**src/csn_pkg.sv**
```systemverilog
// ----------------------------------------------------------------------------
// csn_pkg: shared constants and types for the cylinder surface normal block
// Widths of the normalised datapath and the side data carried down the cells.
// ----------------------------------------------------------------------------
package csn_pkg;

  // Default coordinate width (Q16.16)
  localparam int COORD_WIDTH_DEF = 32;

  // Normalised magnitudes before and after the cross term
  localparam int PRE_BITS  = 20;
  localparam int POST_BITS = 30;
  localparam int OUT_FRAC  = 14;

  // Square root chain: radicand, root and partial remainder widths
  localparam int RAD_W  = 2 * POST_BITS + 2;
  localparam int ROOT_W = RAD_W / 2;
  localparam int REM_W  = ROOT_W + 1;

  // Divider chain: quotient bits and numerator width
  localparam int QUO_W = OUT_FRAC + 1;
  localparam int NUM_W = ROOT_W + QUO_W;

  // Output component width
  localparam int NRM_W = 16;

  // Side data travelling with the square root cells
  typedef struct packed {
    logic                          deg;
    logic [2:0]                    sgn;
    logic [2:0][POST_BITS-1:0]     m;
  } sq_side_t;

  // Side data travelling with the divider cells
  typedef struct packed {
    logic       deg;
    logic [2:0] sgn;
  } dv_side_t;

endpackage

```
**src/csn_div_cell.sv**
```systemverilog
// ----------------------------------------------------------------------------
// csn_div_cell: one quotient bit for all three lanes
// Restoring division step against the shared vector length.
// ----------------------------------------------------------------------------
module csn_div_cell
  import csn_pkg::*;
(
  input  logic                        clk,
  input  logic                        rst,
  input  logic                        en,
  input  logic                        in_valid,
  input  logic [2:0][ROOT_W-1:0]      in_r,
  input  logic [2:0][QUO_W-1:0]       in_lo,
  input  logic [2:0][QUO_W-1:0]       in_q,
  input  logic [ROOT_W-1:0]           in_len,
  input  dv_side_t                    in_side,
  output logic                        out_valid,
  output logic [2:0][ROOT_W-1:0]      out_r,
  output logic [2:0][QUO_W-1:0]       out_lo,
  output logic [2:0][QUO_W-1:0]       out_q,
  output logic [ROOT_W-1:0]           out_len,
  output dv_side_t                    out_side
);

  logic [2:0][ROOT_W:0]   r2;
  logic [2:0][ROOT_W:0]   diff;
  logic [2:0]             ge;

  // Shift in the next numerator bit and compare per lane
  always_comb begin
    for (int i = 0; i < 3; i++) begin
      r2[i]   = {in_r[i], in_lo[i][QUO_W-1]};
      diff[i] = r2[i] - {1'b0, in_len};
      ge[i]   = (r2[i] >= {1'b0, in_len});
    end
  end

  // Hold valid under reset
  always_ff @(posedge clk) begin
    if (rst) begin
      out_valid <= 1'b0;
    end else if (en) begin
      out_valid <= in_valid;
    end
  end

  // Advance the beat
  always_ff @(posedge clk) begin
    if (en) begin
      for (int i = 0; i < 3; i++) begin
        out_r[i]  <= ge[i] ? diff[i][ROOT_W-1:0] : r2[i][ROOT_W-1:0];
        out_lo[i] <= {in_lo[i][QUO_W-2:0], 1'b0};
        out_q[i]  <= {in_q[i][QUO_W-2:0], ge[i]};
      end
      out_len  <= in_len;
      out_side <= in_side;
    end
  end

endmodule

```
**config.mk**
```make
export PLATFORM = sky130hd
export DESIGN_NAME = csn_div_cell
export DESIGN_NICKNAME = d
export VERILOG_FILES = /design/src/csn_pkg.sv /design/src/csn_div_cell.sv
export SDC_FILE = /design/constraint.sdc
export NUM_CORES = 1
export LEC_CHECK = 0
export ABC_CLOCK_PERIOD_IN_PS = 3300
export BUFFER_PORTS_ARGS = -buffer_cell sky130_fd_sc_hd__buf_2
export CAP_MARGIN = 30
export CORE_AREA = 2 2 170 172
export DETAILED_ROUTE_END_ITERATION = 6
export DIE_AREA = 0 0 172 174
export GPL_ROUTABILITY_DRIVEN = 1
export PLACE_DENSITY = 0.72
export SYNTH_ARGS = -nofsm -noshare
export SYNTH_HDL_FRONTEND = slang
export SYNTH_SLANG_ARGS = --single-unit
```
**constraint.sdc**
```tcl
create_clock -name clk -period 3.3 [get_ports clk]
set_input_delay 0.33 -clock clk [delete_from_list [all_inputs] [get_ports clk]]
set_output_delay 0.33 -clock clk [all_outputs]
set_load 0.02 [all_outputs]
```
Word level (Yosys, flattened, before mapping). Index checks and enable logic that the tools add are counted. W data, S select, Z words.

$add $sub $neg: 3. Multipliers: 0. Divide/modulo/power cells: 0. Magnitude comparators: 3. Equal/unequal tests: 0. Shift operators: 0. Multiplexer cells: 3. Bitwise logic cells: 0. Reductions and logical operators: 0.

Operators with widths (count): $ge A32 B31 Y1 (3); $mux W31 (3); $sub A31 B31 Y31 (3).

Register bits after elaboration: 216. Latch bits: 0. RAM bits: 0. Memory bits (read-only): 0. Input port bits: 222. Output and inout bits: 219. Logic and storage cells: 22. Memories: 0.

Logic depth before layout (Yosys ltp).
Depth in word-level cells: 2. Depth in mapped cells: 13. Gate-level depth less buffers: 12.

Least setup slack after synthesis. No wires, ideal clock.

Path type: input to register. Start point: in in_lo[29] in the netlist's numbering. End point: reg out_r[56] in the netlist's numbering, data pin. Library setup time: 260 ps. Arrival: 2719 ps. Data required time: 3040 ps. Slack: 321 ps. Stages: 12. Buffers on the path: 1. Cell sequence: inv_1 -> ha_1 -> fa_1 -> nor2b_1 -> o31ai_1 -> a21oi_1 -> o211ai_1 -> a221oi_1 -> o21ai_1 -> o21ai_2 -> buf_4 -> mux2_2.

Word-level cells in the longest chain between the ends: 2. Elaborated cells between the ends (all ways): 3. Classes of those cells: 1 x add/sub; 1 x order compare; 1 x mux.

RTL lines: start, declared (line csn_div_cell.sv:13) `input logic [2:0][QUO_W-1:0] in_lo,`; $sub A31 B31 Y31 / $ge A32 B31 Y1 (equally long branches) (line csn_div_cell.sv:33, csn_div_cell.sv:34); $mux W31 * (line csn_div_cell.sv:51) `out_r[i] <= ge[i] ? diff[i][ROOT_W-1:0] : r2[i][ROOT_W-1:0];`; end signal, assigned by index (line csn_div_cell.sv:51); end, declared (line csn_div_cell.sv:18) `output logic [2:0][ROOT_W-1:0] out_r,`.

Mark *: on every way between the ends. The rest lies on a longest branch, timed or not. A chain may end at the register's enable or synchronous reset.

Worst setup path after layout.
Start point: in in_len[6]. End point: reg out_r[67] in the netlist's numbering, data pin.

Word-level cells in the longest chain between the ends: 2.

RTL lines: start, declared (line csn_div_cell.sv:15) `input logic [ROOT_W-1:0] in_len,`; $ge A32 B31 Y1 (line csn_div_cell.sv:34) `ge[i] = (r2[i] >= {1'b0, in_len});`; $mux W31 (line csn_div_cell.sv:51).

Every way passes these cells.

==> results.json <==
{
  "crit_fanout": 21,
  "die_w_um": 172,
  "root_buffer": "clkbuf_16",
  "holdWs_ns": 0.02473,
  "dp_hpwl_mm": 32.11,
  "drt-initial-drc-count": 797,
  "cp-start-kind": "primary input",
  "critical-path-slowest-cell": "dlygate4sd3_1",
  "core_um2": 28240,
  "cts_sinks": 216,
  "synthFlopType": "edfxtp_1",
  "cts.path.max_buffers": 3,
  "crit_required_ns": 3.56,
  "slowest_delay_ns": 0.54,
  "place.port_buffers": 434,
  "grt_setup_unrepaired": "no",
  "slew_viol_final": 0,
  "ys.warnings.count": 0,
  "cts_inserted_buffers": 25,
  "finalWorstSetupSlack_ns": 0.1200,
  "avgSynthCellArea_um2": 11.51,
  "drv_cap": 0,
  "p_per_area_nw_per_um2": 491.8,
  "grt_pass1_vias": 11420,
  "vias": 11360,
  "gp_congestion": 0.9494,
  "ant_nets": 0,
  "finalSetupViolations": 0,
  "design_area_um2": 17770,
  "drt-wirelength-per-cell_um": 20.18,
  "yosysMostFrequentCell": "edfxtp_1",
  "ys_ff_latch": 216,
  "overflow": 0,
  "finalNetCount": 2035,
  "clk_latency_ns": 0.52,
  "syn_area_um2": 12630,
  "ys_top_cells_by_count": "edfxtp_1 (215), a21oi_1 (106), ha_1 (93)",
  "syn2layout_area_growth_pct": 40.72,
  "viasPerCell": 5.342,
  "synth-edff-count": 215,
  "power_leakage_nw": 7.934,
  "synth_top_area_share_pct": 51.11,
  "worstPathArrival_ns": 3.44,
  "grt_use_total_pct": 27.42,
  "grt_pass1_wl_mm": 62.80,
  "synth_area_leaders": "edfxtp_1 (51%), ha_1 (9.2%), a21oi_1 (4.2%)",
  "multiInputGateArea_um2": 5908,
  "dp_slack_ns": -0.1103,
  "skew_ns": 0,
  "path_class": "in2reg",
  "period_minus_slack_ns": 3.180,
  "worst_pin_slew_ns": 0.6057,
  "path_cells": "dlygate4sd3_1 -> buf_2 -> inv_1 -> ha_1 -> a2111o_1 -> o21a_1 -> or4b_1 -> nand2_2 -> a21o_4 -> nand3_4 -> buf_12 -> mux2_4",
  "async_flop_share_pct": 0,
  "synth_cell_types": 69,
  "antenna_found_initial": 9,
  "status": "finished, final reports clean",
  "hold_class": "in2reg",
  "die_h_um": 174,
  "fmax_mhz": 314.5,
  "firstDrtPassIters": 5,
  "drc": 0,
  "syn_inst": 1097,
  "rows": 62,
  "drt-total-wl_mm": 42.89,
  "netlist.top_cell.by_area": "edfxtp_1",
  "fill_cells": 2288,
  "io_pins": 441,
  "max-vdd-ir-drop_uv": 351.9,
  "grt_start_max_net_pins": 80,
  "regArea_um2": 6476,
  "crit_path_end_kind": "register",
  "placed_area_um2": 15770,
  "timing_hold_violations_final": 0,
  "start_util_pct": 44.73,
  "cts_max_level": 1,
  "drive_gt1_share_pct": 35.41,
  "die_area_um2": 29930,
  "cts_tree": "built",
  "fin_crit_sh_pct": 96.36,
  "path_clk_slew_ns": 0.06,
  "p_total_mw": 8.741,
  "slew_headroom_pct": 59.62,
  "yosysSeqAreaShare_pct": 51.27
}
[cells by family after synthesis]
family / after synthesis / share of synthesized area, %
compound gates: 326 / 16.53
xor+xnor: 81 / 5.617
fa+ha+maj: 96 / 9.688
buf+inv: 83 / 2.912
flops: 216 / 51.27
mux: 42 / 4.507
other cells: 1 / 0.02969
simple gates: 252 / 9.440
[area by class of cell]
class	count	share of cell area, %
inverter	54	1.161
clock buffer	31	3.646
clock inverter	13	0.5913
tap	384	2.703
antenna	8	0.1126
sequential	216	36.44
timing repair buffer	620	22.11
multi-input combinational	800	33.24
[report_power, final]
| group | internal, mW | switching, mW |
|---|---|---|
| Combinational | 1.12 | 1.54 |
| Sequential | 3.42 | 0.0808 |
| Clock | 1.47 | 1.11 |
| Total | 6.01 | 2.74 |
[stage by stage]
stage          cells  utilization [%]  TNS, ns
6_report        2126            62.95        0
5_1_grt         2122            62.91        0
4_1_cts         2112            62.30        0
3_5_place_dp    1961            55.84   -1.168
3_3_place_gp    1961            55.84   -1.007
2_1_floorplan   1099                -        0
[registers in the layout, summed over array words and instances, names as in the netlist]
register,cells
out_lo,42
out_r,93
out_q,45
out_side,4
out_len,31
out_valid,1
[per-layer routing]
metal  up-vias  GRT usage (%)  share of wire (%)
met3        91          5.783                7.8
met4         4          11.34                4.2
met1      5411          31.84                 39
met5         -              0              0.056
met2       455          48.76                 49
li1       5396              -                  -
[worst paths after layout]
path / start / end / slack [ns] / cells after the start
max: in_len[6] / out_r[67]$_DFFE_PP_ / 0.12 / 12
min reg2reg: out_valid$_SDFFE_PP0P_ / out_valid$_SDFFE_PP0P_ / 0.59 / 2
max reg2reg: out_valid$_SDFFE_PP0P_ / out_valid$_SDFFE_PP0P_ / 2.60 / 2
min: in_len[21] / out_len[21]$_DFFE_PP_ / 0.02 / 1
[worst max-delay path: cells and delay by family]
family | cells | cell delay, ns
buffers and inverters | 4 | 0.96
multiplexers | 1 | 0.31
adder cells (fa/ha/maj) | 1 | 0.31
AO/OA/AOI/OAI | 3 | 0.78
AND/OR/NAND/NOR | 3 | 0.72
[layout by cell type, fill, tap and decap left out, types with 13 or more instances in the layout]
cell type      Yosys  routed
buf_2              8     432
edfxtp_1         215     215
dlygate4sd3_1      0     106
a21oi_1          106     105
nand2_1           89      89
ha_1              93      89
buf_4              6      73
o21ai_0           73      71
nor2_1            62      62
inv_1             54      53
xnor2_1           43      43
xor2_1            38      38
a21o_1            33      33
mux2_4            27      27
clkbuf_16          0      25
nand3_1           18      18
o21a_1            16      16
o21bai_1          15      15
nand2b_1          14      14
nor2b_1           13      13
[what timing repair did]
action | in CTS | in global routing
hold endpoints to repair | 107 | 0
hold buffers | 107 | 0
gates resized for setup | 0 | 22
buffers inserted | 0 | 6
endpoints found under the setup margin | 0 | 65
Note: power is estimated with default switching activity, not from simulation.
