File: src/csn_pkg.sv
// ----------------------------------------------------------------------------
// csn_pkg: shared constants and types for the cylinder surface normal block
// Widths of the normalised datapath and the side data carried down the cells.
// ----------------------------------------------------------------------------
package csn_pkg;

  // Default coordinate width (Q16.16)
  localparam int COORD_WIDTH_DEF = 32;

  // Normalised magnitudes before and after the cross term
  localparam int PRE_BITS  = 20;
  localparam int POST_BITS = 30;
  localparam int OUT_FRAC  = 14;

  // Square root chain: radicand, root and partial remainder widths
  localparam int RAD_W  = 2 * POST_BITS + 2;
  localparam int ROOT_W = RAD_W / 2;
  localparam int REM_W  = ROOT_W + 1;

  // Divider chain: quotient bits and numerator width
  localparam int QUO_W = OUT_FRAC + 1;
  localparam int NUM_W = ROOT_W + QUO_W;

  // Output component width
  localparam int NRM_W = 16;

  // Side data travelling with the square root cells
  typedef struct packed {
    logic                          deg;
    logic [2:0]                    sgn;
    logic [2:0][POST_BITS-1:0]     m;
  } sq_side_t;

  // Side data travelling with the divider cells
  typedef struct packed {
    logic       deg;
    logic [2:0] sgn;
  } dv_side_t;

endpackage

File: src/csn_sqrt_cell.sv
// ----------------------------------------------------------------------------
// csn_sqrt_cell: one bit of the integer square root
// Brings down two radicand bits, tries the next root bit and registers.
// ----------------------------------------------------------------------------
module csn_sqrt_cell
  import csn_pkg::*;
(
  input  logic              clk,
  input  logic              rst,
  input  logic              en,
  input  logic              in_valid,
  input  logic [REM_W-1:0]  in_rem,
  input  logic [ROOT_W-1:0] in_root,
  input  logic [RAD_W-1:0]  in_rad,
  input  sq_side_t          in_side,
  output logic              out_valid,
  output logic [REM_W-1:0]  out_rem,
  output logic [ROOT_W-1:0] out_root,
  output logic [RAD_W-1:0]  out_rad,
  output sq_side_t          out_side
);

  logic [REM_W+1:0] rem2;
  logic [REM_W+1:0] trial;
  logic [REM_W+1:0] diff;
  logic             ge;

  // Try the next root bit
  always_comb begin
    rem2  = {in_rem, in_rad[RAD_W-1 -: 2]};
    trial = {1'b0, in_root, 2'b01};
    diff  = rem2 - trial;
    ge    = (rem2 >= trial);
  end

  // Hold valid under reset
  always_ff @(posedge clk) begin
    if (rst) begin
      out_valid <= 1'b0;
    end else if (en) begin
      out_valid <= in_valid;
    end
  end

  // Advance the beat
  always_ff @(posedge clk) begin
    if (en) begin
      out_rem  <= ge ? diff[REM_W-1:0] : rem2[REM_W-1:0];
      out_root <= {in_root[ROOT_W-2:0], ge};
      out_rad  <= {in_rad[RAD_W-3:0], 2'b00};
      out_side <= in_side;
    end
  end

endmodule

File: config.mk
export PLATFORM = sky130hd
export DESIGN_NAME = csn_sqrt_cell
export DESIGN_NICKNAME = d
export VERILOG_FILES = /design/src/csn_pkg.sv /design/src/csn_sqrt_cell.sv
export SDC_FILE = /design/constraint.sdc
export NUM_CORES = 1
export LEC_CHECK = 0
export CAP_MARGIN = 10
export CORE_AREA = 4 4 172 174
export CTS_BUF_LIST = sky130_fd_sc_hd__clkbuf_8
export DETAILED_ROUTE_END_ITERATION = 7
export DIE_AREA = 0 0 176 178
export DONT_BUFFER_PORTS = 1
export HOLD_SLACK_MARGIN = 0.08
export PLACE_DENSITY = 0.48
export SETUP_SLACK_MARGIN = 0.05
export SKIP_LAST_GASP = 1
export SYNTH_ARGS = -nofsm -noshare
export SYNTH_HDL_FRONTEND = slang
export SYNTH_SLANG_ARGS = --single-unit
File: constraint.sdc
create_clock -name clk -period 4.2 [get_ports clk]
set_input_delay 0.42 -clock clk [delete_from_list [all_inputs] [get_ports clk]]
set_output_delay 0.42 -clock clk [all_outputs]
set_load 0.005 [all_outputs]
=== Word level (Yosys, flattened, before mapping) ===
Cells that the tools add are included.

* Multiplexer cells: 1
* Add/subtract/negate cells: 1
* Magnitude comparators: 1

{| class="wikitable"
|+ Operators by type and width
! operator !! number
|-
| $ge A34 B33 Y1 || 1
|-
| $mux W32 || 1
|-
| $sub A32 B32 Y32 || 1
|}

* Bits in registers: 218
* Output and inout bits: 220
* Bits of input ports: 223
* Logic and storage cells: 12

=== Logic depth before layout (Yosys ltp) ===
Gate-level depths: netlist (run 1).

* Word-level depth: 2
* Mapped depth: 13
* Depth with buffers taken out: 10

=== Worst setup path after synthesis (run 1) ===
Ideal clock, no wire load.

* Path kind: input port to flip-flop
* From: in in_root[5]
* To: reg out_rem[11], data pin
* Stages on the path: 12
* Data required time: 3.940 ns
* Arrival: 2.767 ns
* Setup time: 0.260 ns
* Slack: 1.173 ns
* Path buffers: 2
* Path through: inv_1 ha_1 a21o_1 a211oi_1 a31oi_1 a211oi_2 nor2_1 a211o_1 and2_1 buf_6 buf_6 mux2_4

* Word-level cells in the longest chain between the ends: 2
* Elaborated cells between the ends (all ways): 3
* Those cells by class: add/sub: 1; order compare: 1; mux: 1

{| class="wikitable"
|+ RTL lines
! what !! RTL line !! text
|-
| start: declaration || csn_sqrt_cell.sv:13 || <nowiki>input logic [ROOT_W-1:0] in_root,</nowiki>
|-
| $sub A32 B32 Y32 or $ge A34 B33 Y1 (tied branches) || csn_sqrt_cell.sv:32, csn_sqrt_cell.sv:33 ||
|-
| $mux W32 * || csn_sqrt_cell.sv:48 || <nowiki>out_rem <= ge ? diff[REM_W-1:0] : rem2[REM_W-1:0];</nowiki>
|-
| end signal: assignment || csn_sqrt_cell.sv:48 ||
|-
| end: declaration || csn_sqrt_cell.sv:17 || <nowiki>output logic [REM_W-1:0] out_rem,</nowiki>
|}

Every way passes the cells marked *; elsewhere a longest branch is shown, timed or not.
A chain may end at the register's enable or synchronous reset.

=== Worst setup path in the final report (run 1) ===
* From: in in_root[0]
* To: reg out_rem[3], data pin

The elaborated chain is that of the path after synthesis.

==> results of run 1 <==
-- metal layers --
metal / wire (um) / share of wire / up-vias / GRT usage
met5: 0 / 0 / - / 0
met2: 14200 / 0.50 / 312 / 0.283
met4: 1100 / 0.039 / 0 / 0.0663
li1: - / - / 2516 / -
met3: 2790 / 0.098 / 57 / 0.0670
met1: 10300 / 0.36 / 2698 / 0.180
-- power by group through the flow --
stage | sequential, mW | clock [mW] | combinational, mW
final | 2.80 | 1.88 | 0.640
after global routing | 2.81 | 2.08 | 0.698
after CTS | 2.80 | 1.95 | 0.594
after detailed placement | 2.84 | 0 | 0.438
after global placement | 2.85 | 0 | 0.433
after floorplan | 2.76 | 0 | 0.366
-- critical path, cell delays in order --
cell and delay [ps]:
inv_1 30, ha_1 330, nor2b_1 190, o2111ai_1 160, a31oi_1 310, a211oi_2 140, nor2_1 370, a211o_1 320
and2_2 940, mux2_2 420
-- registers in the layout (all words and copies together), names as in the netlist --
register,count
out_side,94
out_rad,60
out_rem,32
out_root,31
out_valid,1
-- final cells by class --
| cell class | instances | area (um^2) |
|---|---|---|
| well taps | 378 | 473 |
| clock inverters | 31 | 193 |
| repair buffers | 198 | 2010 |
| diodes | 2 | 5.00 |
| multi-input cells | 269 | 2120 |
| flip-flops and latches | 218 | 6540 |
| inverters | 40 | 150 |
| fillers | 2495 | 15800 |
| clock buffers | 39 | 537 |
-- worst paths after layout --
check	startpoint	cells after the start	endpoint	slack, ps
setup / recovery	in_root[0]	10	out_rem[3]	820
hold / removal	in_rem[17]	1	out_rem[19]	120
setup reg to reg	out_valid	3	out_valid	3050
hold reg to reg	out_valid	3	out_valid	1080
-- cells by family after synthesis --
kind of cell / after synthesis
xor+xnor: 30
mux: 28
simple gates: 78
flops: 218
buf+inv: 53
fa+ha+maj: 33
compound gates: 98
other cells: 1
-- stage by stage --
stage / hold WS (ps) / util / area [um^2] / setup WS [ps] / cells
floorplan: 485 / - / 8890 / 1170 / 540
global placement: 496 / 0.334 / 9280 / 311 / 906
detailed placement: 496 / 0.334 / 9280 / 238 / 906
CTS: -13.1 / 0.430 / 11900 / 793 / 1169
global route: 80.0 / 0.433 / 12000 / 640 / 1174
finish: 122 / 0.433 / 12000 / 821 / 1175
-- placed cells by master (no fill, tap or decap), types with 5 or more instances in the layout --
cell,n
a211oi_1,5
xor2_1,6
a21oi_1,35
edfxtp_1,217
dlygate4sd3_1,195
a21o_1,11
nand2_1,21
nand3_1,6
xnor2_1,24
mux2_4,23
nand2b_1,8
ha_1,33
nor2_1,15
clkbuf_8,39
nor3_1,8
inv_1,48
clkinv_2,7
clkinv_1,11
o21ai_0,14
and3_1,6
==> results.yml, run 1 <==
timing:
  maxSlewHeadroom: 0.248
  max_freq_mhz: 296
  maxSlewViolCount: 0
  finalCriticalPeriod_ps: 3380
  setup_viol: 0
  rsz0062_at_grt: "no"
  skew_ps: 0
  hold_viol: 0
  fin_setup_tns_ps: 0
  period_share: 0.805
  tightest_slew_ps: 1130
power:
  swShare: 0.250
  intPower_mw: 3.99
  seqPwrFrac: 0.526
  vdd_ir_drop_max_mv: 0.179
  power_density_nw_per_um2: 442
  power.leakage_nw: 4.58
  combPwrFrac: 0.120
  finalPower_mw: 5.32
  p_sw_mw: 1.33
  p_clk_frac: 0.354
synthesis:
  synth-compound-area-share: 0.0721
  synth_edf_count: 217
  synth_ff_type: "edfxtp_1"
  synth_fa_ha_area_frac: 0.0465
  syn_area_um2: 8880
  muxShareOfSynthArea: 0.0449
  synth_top_area_frac: 0.733
  synth_top_family_by_area: "compound AO/OA/AOI/OAI gates"
  ys_top_cells_by_area: "edfxtp_1 73%, ha_1 4.6%, mux2_4 3.9%"
  ys_ff_latch: 218
  yosysMostFrequentCell: "edfxtp_1"
  ys_seq_area_frac: 0.736
  ys_types: 52
  avgSynthCellArea_um2: 16.5
  yosys_warnings: 0
  netlist_instances: 539
  ys_top_cells_by_count: "217 x edfxtp_1, 40 x inv_1, 35 x a21oi_1"
  yosys.area.top_type: "edfxtp_1"
  synthXorXnorAreaFrac: 0.0296
  async_reset_ff_frac: 0
  synthSimpleGateAreaFrac: 0.0442
global_routing:
  grt_first_pass_wirelength_mm: 38.5
  grt.overflow.total: 0
  grt_max_degree: 219
  antenna_found_initial: 2
  first_global_vias: 5890
  grt_usage: 0.164
setup_path:
  cp_max_fo: 33
  required_ps: 4460
  criticalPathCategory: "in -> reg"
  worstPathArrival_ps: 3640
  start_kind: "input pin"
  cp-end-kind: "flop"
cts:
  holdBufCountCts: 193
  cts_buffers: 38
  ctsResizeCount: 0
  ctsLongestPathBuffers: 3
  clkSinkCount: 218
  clk_latency_ps: 510
  cts_setup_buffers: 0
  clkSlewWorstSetupHoldPaths_ps: 60
  cts_root_buffer: "clkbuf_8"
  cts_tree: "built"
  htreeDepth: 2
cells_and_area:
  synthToLayoutAreaGrowth_pct: 35.3
  drive_above_1_share: 0.104
  nets: 1021
die:
  die_h_um: 178
  core_um2: 27800
  ios: 443
  die_w_um: 176
  initial_core_util: 0.320
  dieArea_um2: 31300
  fp-row-count: 61
place:
  dp_hpwl_mm: 18.9
  gp_congestion: 0.782
  numPortBuffers: 0
worst_hold_path:
  min-delay-path-class: "in -> reg"
job:
  cap_violations: 0
routing:
  drtAntennaViolNets: 0
  wl_mm: 28.4
  vias_per_cell: 4.75
  drt_iter0_drc: 356
  wl_per_cell_um: 24.2
  drtPass1Iterations: 6
  vias: 5583
  drc: 0
outcome:
  status: "complete, no violations"
Note: power is estimated with default switching activity, not from simulation.
==> run 2, diff against run 1 <==
Settings changed: ABC_AREA set to 1, CORE_AREA 4 4 172 174 to 4 4 169 171, DIE_AREA 0 0 176 178 to 0 0 173 175, PLACE_DENSITY 0.48 to 0.53.
Clock period 4.2 ns to 3.25 ns, I/O delays scaled along.
==> run 2 against run 1 <==
Effect of this change:
- the run now ends with negative hold slack left
- largest power group unchanged
- worst setup slack improved by 260 ps
- clock skew did not move
- register-to-register slack got worse by 960 ps
- sequential share of layout area fell by 3.9 points
- sequential power rose by 28%
- first-iteration DRC count rose by 34%
- critical path type unchanged
- via count rose by 27%
- combinational power rose by 25%
- cell count rose by 28%
==> results.yml, run 2 <==
cts:
  cts_root_buffer: "clkbuf_8"
  cts_tree: "built"
  ctsLongestPathBuffers: 3
  cts_setup_buffers: 0
  clk_latency_ps: 520
  ctsResizeCount: 0
  clkSinkCount: 218
  clkSlewWorstSetupHoldPaths_ps: 60
  holdBufCountCts: 217
  htreeDepth: 2
  cts_buffers: 38
cells_and_area:
  seqCellArea_um2: 6540
  synthToLayoutAreaGrowth_pct: 34.6
  drive_above_1_share: 0.0596
  final_common_cell: "nand2_1"
  multiInputGateArea_um2: 2460
  fillers: 2419
  final_cell_mix: "308 x nand2_1, 217 x dlygate4sd3_1, 217 x edfxtp_1"
  nets: 1385
  largest_register_ffs: 94
  top_regs: "out_side: 94 flops, out_rad: 60 flops, out_rem: 32 flops"
  top_register: "out_side"
synthesis:
  syn_area_um2: 9630
  synth_ff_type: "edfxtp_1"
  ys_types: 28
  yosys_warnings: 0
  yosysMostFrequentCell: "nand2_1"
  ys_top_cells_by_count: "308 x nand2_1, 217 x edfxtp_1, 151 x inv_1"
  async_reset_ff_frac: 0
  ys_top_cells_by_area: "edfxtp_1 68%, nand2_1 12%, inv_1 5.9%"
  yosys.area.top_type: "edfxtp_1"
  ys_ff_latch: 218
  avgSynthCellArea_um2: 11.0
  netlist_instances: 877
  synth_top_area_frac: 0.677
  synth_edf_count: 217
  ys_seq_area_frac: 0.679
routing:
  vias_per_cell: 4.72
  wl_mm: 33.0
  wl_per_cell_um: 22.0
  vias: 7086
  drtPass1Iterations: 4
  drt_iter0_drc: 477
  drc: 0
  drtAntennaViolNets: 0
timing:
  maxSlewViolCount: 0
  max_freq_mhz: 461
  setup_viol: 0
  rsz0062_at_grt: "no"
  hold_viol: 53
  fin_setup_tns_ps: 0
  finalCriticalPeriod_ps: 2170
  period_share: 0.667
  hold_slack_ps: -84.5
  skew_ps: 0
die:
  fp-row-count: 60
  ios: 443
  initial_core_util: 0.358
  core_um2: 26900
  die_h_um: 175
  die_w_um: 173
  dieArea_um2: 30300
power:
  vdd_ir_drop_max_mv: 0.220
  finalPower_mw: 7.01
  power_density_nw_per_um2: 540
  power.leakage_nw: 5.62
setup_path:
  criticalPathCategory: "in -> reg"
  cp-end-kind: "flop"
  start_kind: "input pin"
  crit_chain: "dlygate4sd3_1 -> inv_1 -> ha_1 -> inv_1 -> nand3_1 -> nand3_2 -> nand2_2 -> nand2_1 -> nand2_2 -> nand2_4 -> buf_4 -> o21ai_0"
  cp_max_fo: 34
  slowest_delay_ps: 570
  worstPathArrival_ps: 2420
  cpMaxStageDelayCell: "dlygate4sd3_1"
  required_ps: 3500
worst_hold_path:
  min-delay-path-class: "in -> reg"
global_routing:
  antenna_found_initial: 4
  grt_max_degree: 219
  first_global_vias: 7200
  grt_usage: 0.207
  grt_first_pass_wirelength_mm: 47.1
  grt.overflow.total: 0
job:
  cap_violations: 0
place:
  gp_congestion: 0.863
  numPortBuffers: 0
  dp_hpwl_mm: 22.8
outcome:
  failed_checks: "negative hold slack"
  status: "complete, but fails checks"
[run 2: area by class of cell]
type | count | area share
Sequential cell | 218 | 0.504
Multi-Input combinational cell | 500 | 0.189
Timing Repair Buffer | 219 | 0.170
Inverter | 152 | 0.0440
Clock buffer | 39 | 0.0414
Tap cell | 341 | 0.0329
Clock inverter | 29 | 0.0180
Antenna cell | 2 | 0.000386
[run 2: metrics by stage]
| step | hold WS, ps | worst slack [ps] | std cells | util | instance area (um^2) |
|---|---|---|---|---|---|
| 5_1_grt | -125 | 986 | 1499 | 0.482 | 13000 |
| 2_1_floorplan | 397 | 1350 | 878 | - | 9630 |
| 4_1_cts | -120 | 1130 | 1498 | 0.482 | 13000 |
| 3_5_place_dp | 401 | 816 | 1213 | 0.373 | 10000 |
| 6_report | -84.5 | 1080 | 1500 | 0.482 | 13000 |
| 3_3_place_gp | 399 | 840 | 1213 | 0.373 | 10000 |
[run 2: layer usage]
metal / global-route usage / part of all wire
met2: 0.349 / 0.48
met4: 0.0991 / 0.050
met5: 0 / 0.00094
met3: 0.0727 / 0.081
met1: 0.237 / 0.38
[run 2: final timing paths]
kind / start / cells past startpoint / endpoint / slack (ps)
max: in_rad[60] / 12 / out_rem[1] / 1080
min: en / 0 / out_side[54] / -80
max reg2reg: out_valid / 3 / out_valid / 2090
min reg2reg: out_valid / 3 / out_valid / 1100
[run 2: where the power goes]
part / switching (mW) / leakage (nW) / internal, mW / total, mW
sequential: 0.191 / 2.13 / 3.40 / 3.59
combinational: 0.433 / 3.06 / 0.367 / 0.800
clock: 1.17 / 0.425 / 1.44 / 2.61
[run 2: cell families (layout without fill, tap and decap cells)]
logic type | Yosys count | after routing | share of synthesized area
buffers and inverters | 160 | 439 | 0.0666
xor gates and xnor gates | 13 | 13 | 0.0118
DFF | 218 | 218 | 0.679
muxes | 1 | 1 | 0.00104
and+or+nand+nor | 426 | 426 | 0.184
adders and majority gates | 33 | 33 | 0.0429
AOI/OAI and AO/OA | 25 | 25 | 0.0140
other | 1 | 4 | 0.000389
[run 2: worst max-delay path: cells and delay by family]
kind / cells / cell delay [ps]
AOI/OAI and AO/OA: 1 / 140
adders and majority gates: 1 / 220
buffers and inverters: 4 / 1110
and+or+nand+nor: 6 / 620
